<file path="config.mk">
export PLATFORM = sky130hd
export DESIGN_NAME = point_in_polygon_winding
export DESIGN_NICKNAME = d
export VERILOG_FILES = /design/src/design/ppw_pkg.sv /design/src/design/ppw_cell.sv /design/src/design/ppw_edge.sv /design/src/design/point_in_polygon_winding.sv
export SDC_FILE = /design/constraint.sdc
export NUM_CORES = 2
export LEC_CHECK = 0
export BUFFER_PORTS_ARGS = -buffer_cell sky130_fd_sc_hd__buf_4
export CORE_MARGIN = 10
export CORE_UTILIZATION = 36
export CTS_BUF_LIST = sky130_fd_sc_hd__clkbuf_4
export CTS_CLUSTER_DIAMETER = 30
export DETAILED_ROUTE_END_ITERATION = 7
export GPL_TIMING_DRIVEN = 1
export PLACE_DENSITY = 0.59
export SLEW_MARGIN = 20
export SYNTH_ARGS = -nofsm -noshare
export SYNTH_HDL_FRONTEND = slang
export SYNTH_SLANG_ARGS = --single-unit
</file>
<file path="constraint.sdc">
create_clock -name clk -period 10.4 [get_ports clk]
set_clock_uncertainty 0.15 [all_clocks]
set_input_delay 0.52 -clock clk [delete_from_list [all_inputs] [get_ports clk]]
set_output_delay 0.52 -clock clk [all_outputs]
set_load 0.005 [all_outputs]
</file>
<file path="src/design/ppw_pkg.sv">
package ppw_pkg;

	// table size and coordinate format
	localparam int MAX_VERTICES = 64;
	localparam int COORD_WIDTH  = 16;
	localparam int MIN_VERTICES = 3;

	// fixed field widths
	localparam int CNT_W  = 7;
	localparam int VIDX_W = 6;
	localparam int SUM_W  = 7;

	// derived widths
	localparam int STEP_W = $clog2(MAX_VERTICES + 1);
	localparam int CMP_W  = (STEP_W > CNT_W) ? STEP_W : CNT_W;
	localparam int DIFF_W = COORD_WIDTH + 1;
	localparam int PROD_W = 2 * DIFF_W;
	localparam int CMPD_W = PROD_W + 1;

	typedef enum logic {
		CMD_LOAD  = 1'b0,
		CMD_QUERY = 1'b1
	} cmd_t;

	typedef enum logic [1:0] {
		ST_IDLE,
		ST_WALK,
		ST_DRAIN
	} state_t;

	typedef struct packed {
		logic signed [COORD_WIDTH-1:0] x;
		logic signed [COORD_WIDTH-1:0] y;
	} vertex_t;

	// one edge handed to the edge unit
	typedef struct packed {
		logic    valid;
		logic    last;
		vertex_t prev;
		vertex_t cur;
	} edge_beat_t;

	// edge unit status back to the sequencer
	typedef struct packed {
		logic                    done;
		logic signed [SUM_W-1:0] sum;
	} edge_res_t;

endpackage

</file>
<file path="src/design/ppw_cell.sv">
module ppw_cell (
	input  logic              clk,
	input  logic              we,
	input  ppw_pkg::vertex_t  wdata,
	input  logic              shift,
	input  ppw_pkg::vertex_t  nxt,
	output ppw_pkg::vertex_t  v
);

	ppw_pkg::vertex_t v_q;

	// load from the write port or take the neighbor's vertex while the ring turns
	always_ff @(posedge clk) begin
		if (we) begin
			v_q <= wdata;
		end else if (shift) begin
			v_q <= nxt;
		end
	end

	assign v = v_q;

endmodule

</file>
<file path="src/design/ppw_edge.sv">
module ppw_edge (
	input  logic                                   clk,
	input  logic                                   arst_n,
	input  logic                                   clear,
	input  ppw_pkg::edge_beat_t                    beat,
	input  logic signed [ppw_pkg::COORD_WIDTH-1:0] px,
	input  logic signed [ppw_pkg::COORD_WIDTH-1:0] py,
	output ppw_pkg::edge_res_t                     res
);

	logic signed [ppw_pkg::DIFF_W-1:0] a_s1, dy_s1, c_s1, d_s1;
	logic                              strad_s1, vld_s1, last_s1;
	logic signed [ppw_pkg::PROD_W-1:0] pl_s2, pr_s2;
	logic                              strad_s2, dyneg_s2, vld_s2, last_s2;
	logic signed [ppw_pkg::CMPD_W-1:0] diff;
	logic                              hit;
	logic signed [ppw_pkg::SUM_W-1:0]  step, sum_next, sum_q;
	logic                              done_q;

	// stage 1: differences and the straddle test
	always_ff @(posedge clk) begin
		a_s1     <= ppw_pkg::DIFF_W'(px) - ppw_pkg::DIFF_W'(beat.cur.x);
		dy_s1    <= ppw_pkg::DIFF_W'(beat.prev.y) - ppw_pkg::DIFF_W'(beat.cur.y);
		c_s1     <= ppw_pkg::DIFF_W'(beat.prev.x) - ppw_pkg::DIFF_W'(beat.cur.x);
		d_s1     <= ppw_pkg::DIFF_W'(py) - ppw_pkg::DIFF_W'(beat.cur.y);
		strad_s1 <= (beat.cur.y > py) != (beat.prev.y > py);
	end

	// stage 2: the two cross products
	always_ff @(posedge clk) begin
		pl_s2    <= ppw_pkg::PROD_W'(a_s1) * ppw_pkg::PROD_W'(dy_s1);
		pr_s2    <= ppw_pkg::PROD_W'(c_s1) * ppw_pkg::PROD_W'(d_s1);
		strad_s2 <= strad_s1;
		dyneg_s2 <= dy_s1[ppw_pkg::DIFF_W-1];
	end

	// stage 3: crossing strictly right of the point, signed by edge direction
	always_comb begin
		diff = ppw_pkg::CMPD_W'(pl_s2) - ppw_pkg::CMPD_W'(pr_s2);
		if (dyneg_s2) begin
			hit = !diff[ppw_pkg::CMPD_W-1] && (diff != '0);
			step = ppw_pkg::SUM_W'(1);
		end else begin
			hit = diff[ppw_pkg::CMPD_W-1];
			step = '1;
		end
		sum_next = (vld_s2 && strad_s2 && hit) ? sum_q + step : sum_q;
	end

	// beat flags and the running sum
	always_ff @(posedge clk or negedge arst_n) begin
		if (!arst_n) begin
			vld_s1  <= 1'b0;
			last_s1 <= 1'b0;
			vld_s2  <= 1'b0;
			last_s2 <= 1'b0;
			sum_q   <= '0;
			done_q  <= 1'b0;
		end else begin
			vld_s1  <= beat.valid;
			last_s1 <= beat.last;
			vld_s2  <= vld_s1;
			last_s2 <= last_s1;
			done_q  <= last_s2;
			if (clear) begin
				sum_q <= '0;
			end else begin
				sum_q <= sum_next;
			end
		end
	end

	assign res.done = done_q;
	assign res.sum  = sum_q;

endmodule

</file>
<file path="src/design/point_in_polygon_winding.sv">
// channel   direction  handshake                 payload
// input     in         start / busy              command, vertex_index, coord_x, coord_y
// result    out        done strobe, no stall     inside_res, winding_sum, too_few_vertices
// config    in         cfg_we                    cfg_data (vertex_count)
//
// A load beat leaves busy low.
// A query turns the 64-cell vertex ring once past the edge unit: the walk, the edge
// stages and the result register lie between, and done rises together with busy falling.
// With fewer than three vertices done comes in the cycle after the query is taken.
// arst_n clears control state and vertex_count; the vertex cells hold no reset value.
// The receiver cannot stall: each result shows on done for exactly one cycle.
module point_in_polygon_winding (
	input  logic                                   clk,
	input  logic                                   arst_n,
	input  logic                                   start,
	output logic                                   busy,
	input  logic                                   command,
	input  logic [ppw_pkg::VIDX_W-1:0]             vertex_index,
	input  logic signed [ppw_pkg::COORD_WIDTH-1:0] coord_x,
	input  logic signed [ppw_pkg::COORD_WIDTH-1:0] coord_y,
	input  logic                                   cfg_we,
	input  logic [ppw_pkg::CNT_W-1:0]              cfg_data,
	output logic                                   done,
	output logic                                   inside_res,
	output logic signed [ppw_pkg::SUM_W-1:0]       winding_sum,
	output logic                                   too_few_vertices
);

	ppw_pkg::state_t                   state_q, state_d;
	logic [ppw_pkg::CNT_W-1:0]         count_q;
	logic [ppw_pkg::CMP_W-1:0]         cnt_ext, n_eff, n_q, step_ext;
	logic [ppw_pkg::STEP_W-1:0]        step_q;
	logic signed [ppw_pkg::COORD_WIDTH-1:0] px_q, py_q;
	ppw_pkg::vertex_t                  first_q, prev_q, wvert, head;
	ppw_pkg::vertex_t                  cell_v [ppw_pkg::MAX_VERTICES];
	ppw_pkg::edge_beat_t               beat;
	ppw_pkg::edge_res_t                eres;
	logic                              accept, is_query, few, walking, shift, at_end;
	logic                              done_q, inside_q, too_few_q;
	logic signed [ppw_pkg::SUM_W-1:0]  sum_q;

	// input beat decode
	always_comb begin
		accept   = start && !busy;
		is_query = ppw_pkg::cmd_t'(command) == ppw_pkg::CMD_QUERY;
		cnt_ext  = ppw_pkg::CMP_W'(count_q);
		n_eff    = (cnt_ext > ppw_pkg::CMP_W'(ppw_pkg::MAX_VERTICES)) ?
			ppw_pkg::CMP_W'(ppw_pkg::MAX_VERTICES) : cnt_ext;
		few      = cnt_ext < ppw_pkg::CMP_W'(ppw_pkg::MIN_VERTICES);
		wvert.x  = coord_x;
		wvert.y  = coord_y;
	end

	// vertex ring: cell 0 is the head, each cell takes its upper neighbor
	for (genvar k = 0; k < ppw_pkg::MAX_VERTICES; k++) begin : g_cell
		ppw_cell u_cell (
			.clk   (clk),
			.we    (accept && !is_query && (int'(vertex_index) == k)),
			.wdata (wvert),
			.shift (shift),
			.nxt   (cell_v[(k + 1) % ppw_pkg::MAX_VERTICES]),
			.v     (cell_v[k])
		);
	end

	assign head = cell_v[0];

	// next state
	always_comb begin
		state_d = state_q;
		unique case (state_q)
			ppw_pkg::ST_IDLE: begin
				if (accept && is_query && !few) begin
					state_d = ppw_pkg::ST_WALK;
				end
			end
			ppw_pkg::ST_WALK: begin
				if (at_end) begin
					state_d = ppw_pkg::ST_DRAIN;
				end
			end
			ppw_pkg::ST_DRAIN: begin
				if (eres.done) begin
					state_d = ppw_pkg::ST_IDLE;
				end
			end
			default: state_d = ppw_pkg::ST_IDLE;
		endcase
	end

	// state outputs
	always_comb begin
		busy    = 1'b1;
		walking = 1'b0;
		unique case (state_q)
			ppw_pkg::ST_IDLE:  busy = 1'b0;
			ppw_pkg::ST_WALK:  walking = 1'b1;
			ppw_pkg::ST_DRAIN: walking = 1'b0;
			default:           busy = 1'b1;
		endcase
	end

	// walk control: one ring step per cycle, closing edge back to the saved first vertex
	always_comb begin
		step_ext  = ppw_pkg::CMP_W'(step_q);
		at_end    = step_ext == ppw_pkg::CMP_W'(ppw_pkg::MAX_VERTICES);
		shift     = walking && !at_end;
		beat.prev = prev_q;
		beat.cur  = (step_ext == n_q) ? first_q : head;
		beat.valid = walking && (step_q != '0) && (step_ext <= n_q);
		beat.last  = walking && at_end;
	end

	ppw_edge u_edge (
		.clk    (clk),
		.arst_n (arst_n),
		.clear  (accept && is_query),
		.beat   (beat),
		.px     (px_q),
		.py     (py_q),
		.res    (eres)
	);

	// query operands and ring bookkeeping
	always_ff @(posedge clk) begin
		if (accept && is_query) begin
			px_q <= coord_x;
			py_q <= coord_y;
			n_q  <= n_eff;
		end
		if (walking && (step_ext < n_q)) begin
			prev_q <= head;
		end
		if (walking && (step_q == '0)) begin
			first_q <= head;
		end
	end

	// control registers
	always_ff @(posedge clk or negedge arst_n) begin
		if (!arst_n) begin
			state_q <= ppw_pkg::ST_IDLE;
			step_q  <= '0;
			count_q <= '0;
			done_q  <= 1'b0;
		end else begin
			state_q <= state_d;
			if (cfg_we) begin
				count_q <= cfg_data;
			end
			if (walking) begin
				step_q <= step_q + ppw_pkg::STEP_W'(1);
			end else begin
				step_q <= '0;
			end
			done_q <= eres.done || (accept && is_query && few);
		end
	end

	// result beat
	always_ff @(posedge clk) begin
		if (eres.done) begin
			sum_q     <= eres.sum;
			inside_q  <= eres.sum != '0;
			too_few_q <= 1'b0;
		end else if (accept && is_query && few) begin
			sum_q     <= '0;
			inside_q  <= 1'b0;
			too_few_q <= 1'b1;
		end
	end

	assign done             = done_q;
	assign inside_res       = inside_q;
	assign winding_sum      = sum_q;
	assign too_few_vertices = too_few_q;

endmodule

</file>
==> results_dict.tcl <==
set metrics [dict create \
    holdCritPathClass "register to register" \
    grt_pass1_wl_um 469000 \
    synth_most_common_cell "edfxtp_1" \
    reg2reg_depth 20 \
    worstHoldEndpoint "u_edge.strad_s2" \
    firstDrtPassIters 6 \
    drt_wl_total_um 306000 \
    cpMostUsedCell "fa_1" \
    ys.flop_type "edfxtp_1" \
    worst-setup-path-type "register to register" \
    min-delay-start "u_edge.strad_s1" \
    coreArea_um2 337000 \
    ys_seq_elements 2328 \
    final_cell_area_um2 136000 \
    synth_top_area_cell "edfxtp_1" \
    crit_buf_inv 3 \
    setup_viol 0 \
    cp.required_ns 11.55 \
    yosysWarnings 0 \
    synth_area_um2 122000 \
    synth_cells 8345 \
    start_util_pct 36.2 \
    place_area_um2 128000 \
    multi_input_area_um2 49100 \
    fin_ws_ns 2.73 \
    report.final.slew_viol_count 0 \
    netlist_top_cells_area "edfxtp_1 (53%), mux2_2 (19%), fa_1 (9.8%)" \
    finalPower_mw 18.8 \
    min_period_over_period_pct 73.7 \
    fp.dieArea_um2 363000 \
    drive_above_1_share_pct 36.2 \
    fin_nets 9680 \
    num_vias 68800 \
    synth_edf_count 2159 \
    peakVddDrop_mv 0.107 \
    rrSetupSlack_ns 2.73 \
    postRouteAntennaNets 0 \
    ys_types 78 \
    io_buffers 60 \
    period_needed_ns 7.67 \
    grtUsageTotal_pct 16.4 \
    finalHoldViolCount 0 \
    regArea_um2 68400 \
    yosysSeqAreaShare_pct 56.0 \
    fin_util_pct 40.5 \
    clk_pin_slew_ns 0.06 \
    critPathLaunchType "register" \
    pre_cts_ws_ns 2.81 \
    pin_count 61 \
    insertion_delay_ns 1.47 \
    cap_violations 0 \
    drt-vias-per-instance 5.02 \
    grt.overflow.total 0 \
    whs_path_depth 0 \
    n_fill_cell 31200 \
    crit_chain "nand2_1 -> fa_1 -> fa_1 -> fa_1 -> inv_1 -> fa_1 -> fa_1 -> inv_1 -> fa_1 -> inv_1 -> ha_1 -> and4_1 -> and3_1 -> a221oi_1 -> o31a_1 -> o21ai_1 -> a211oi_1 -> o31ai_1 -> a21oi_1 -> xnor2_1" \
    setup.worst_path.end_class "register" \
    area_growth_pct 11.7 \
    tightest_slew_ns 1.16 \
    gp_congestion 0.838 \
    cts-root-buf "clkbuf_4" \
    place_hpwl_um 196000 \
    rows 213 \
    cts_tree "done" \
    drc 0 \
    max_slew_margin_pct 22.9 \
    rsz0062_at_grt "no" \
    post_drt_wl_per_cell_um 22.3 \
    drtIter0Drc 4253 \
    p_per_area_nw_per_um2 138 \
    max_freq_mhz 130 \
    synthTopCellsByCount "edfxtp_1 (2159), mux2_2 (2059), inv_1 (749), fa_1 (598), nand2_1 (429)" \
    slowest_delay_ns 0.96 \
    grt_max_degree 66 \
    grt_pass1_vias 75500 \
    postSynth.asyncResetShare_pct 1.25 \
    path_delay_family "adder cells" \
    outcome "finished clean" \
    fin_tns_setup_ns 0 \
    die_h_um 603 \
    antenna_found_initial 47 \
    synth_nets 9292 \
    r2r_end "u_edge.pr_s2[33]" \
    htreeDepth 6 \
    p_leak_nw 61.0 \
    clkSinkCount 2328 \
    clk_path_buf_depth 4 \
    crit_slowest_cell "dfxtp_1" \
    numCtsBuffers 634 \
    critPathArrivalTime_ns 8.81 \
    crit_fanout 17 \
    die_w_um 603 \
    synth.avg_cell_area_um2 14.6 \
    reg2reg_from "u_edge.d_s1[2]" \
    synth_top_area_share_pct 53.1 \
]
==> metal layers <==
layer,GRT usage [%],share of wire [%],vias up
met3,2.99,5.1,573
met1,22.1,45,35600
met4,5.71,3.2,18
li1,-,-,30800
met5,0,0.037,-
met2,26.7,47,1871
==> worst max path at each step <==
stage	from	end	depth (start not counted)
after floorplan	u_edge.d_s1[8]	u_edge.pr_s2[33]	24
after global placement	u_edge.d_s1[2]	u_edge.pr_s2[33]	21
after detailed placement	u_edge.d_s1[2]	u_edge.pr_s2[33]	20
after CTS	u_edge.d_s1[8]	u_edge.pr_s2[33]	22
after global routing	u_edge.d_s1[8]	u_edge.pr_s2[33]	22
final	u_edge.d_s1[2]	u_edge.pr_s2[33]	20
==> kinds of logic after synthesis <==
| group | after synthesis | synth area share (%) |
|---|---|---|
| buf+inv | 1290 | 3.98 |
| mux | 2092 | 19.3 |
| simple gates | 1184 | 4.79 |
| fa+ha+maj | 897 | 12.9 |
| compound gates | 425 | 2.24 |
| flops | 2328 | 56.0 |
| xor+xnor | 129 | 0.925 |
==> stage by stage <==
step                hold slack, ns  instances
floorplan                   0.0744       8345
global placement             0.173      12500
detailed placement           0.185      12500
CTS                        0.00587      13700
global route                 0.106      13700
finish                       0.134      13700
==> cell usage in the layout, fill, tap and decap left out, drive strengths merged, types with 10 or more instances in the layout <==
cell	netlist	layout
ha	299	299
inv	749	766
a31oi	12	12
and3	11	11
clkbuf	374	906
nor3	61	61
clkinvlp	0	11
buf	167	219
bufinv	0	22
o21ai	107	107
xor2	25	25
nand3	36	36
mux2	2060	2060
a21oi	107	107
diode	0	17
dfrtp	29	29
nor2	172	172
a21o	36	36
edfxtp	2159	2159
nand2	429	429
o211ai	13	13
a211oi	10	10
o21bai	14	14
mux2i	32	32
nor4	10	10
clkinv	0	116
a21boi	21	21
xnor2	104	104
dlygate4sd3	0	74
or3	13	13
dfxtp	140	140
o21a	31	31
fa	598	598
nor2b	41	41
nand2b	47	47
nand4	20	20
and2	316	316
==> registers in the layout, summed over array words and instances, names as in the netlist, 2 cells and up <==
name / flops
u_edge.sum_q: 7
state_q: 2
u_edge.pr_s2: 34
py_q: 16
u_edge.pl_s2: 34
g_cell.u_cell.v: 2048
u_edge.c_s1: 17
winding_sum: 7
u_edge.d_s1: 17
beat: 32
u_edge.dy_s1: 17
px_q: 16
n_q: 7
step_ext: 7
u_edge.a_s1: 17
first_q: 32
cnt_ext: 7
==> power breakdown <==
group          switching, mW  leakage, nW  internal, mW
clock network           3.93         4.82          4.54
registers            0.00290         27.8          10.1
logic                  0.232         28.4        0.0491
total                   4.16         61.0          14.7
==> worst register-to-register path: stages, from the launching register on <==
cell	delay (ns)
dfxtp_1	0.96
nand2_1	0.18
fa_1	0.56
fa_1	0.53
fa_1	0.52
inv_1	0.06
fa_1	0.49
fa_1	0.52
inv_1	0.07
fa_1	0.48
inv_1	0.05
ha_1	0.34
and4_1	0.26
and3_1	0.18
a221oi_1	0.94
o31a_1	0.32
o21ai_1	0.18
a211oi_1	0.33
o31ai_1	0.14
a21oi_1	0.18
xnor2_1	0.14
==> layout make-up <==
class	count	share of cell area, %
Antenna cell	17	0.0312
Clock buffer	906	4.98
Clock inverter	166	0.992
Inverter	749	2.06
Multi-Input combinational cell	4727	35.9
Sequential cell	2328	50.1
Tap cell	4515	4.14
Timing Repair Buffer	293	1.76
==> what timing repair did <==
item,in CTS,in global routing
resized for setup,0,0
setup buffers,0,0
hold buffers,75,0
endpoints found under the hold margin,1970,0
(Power assumes the default switching activity.)
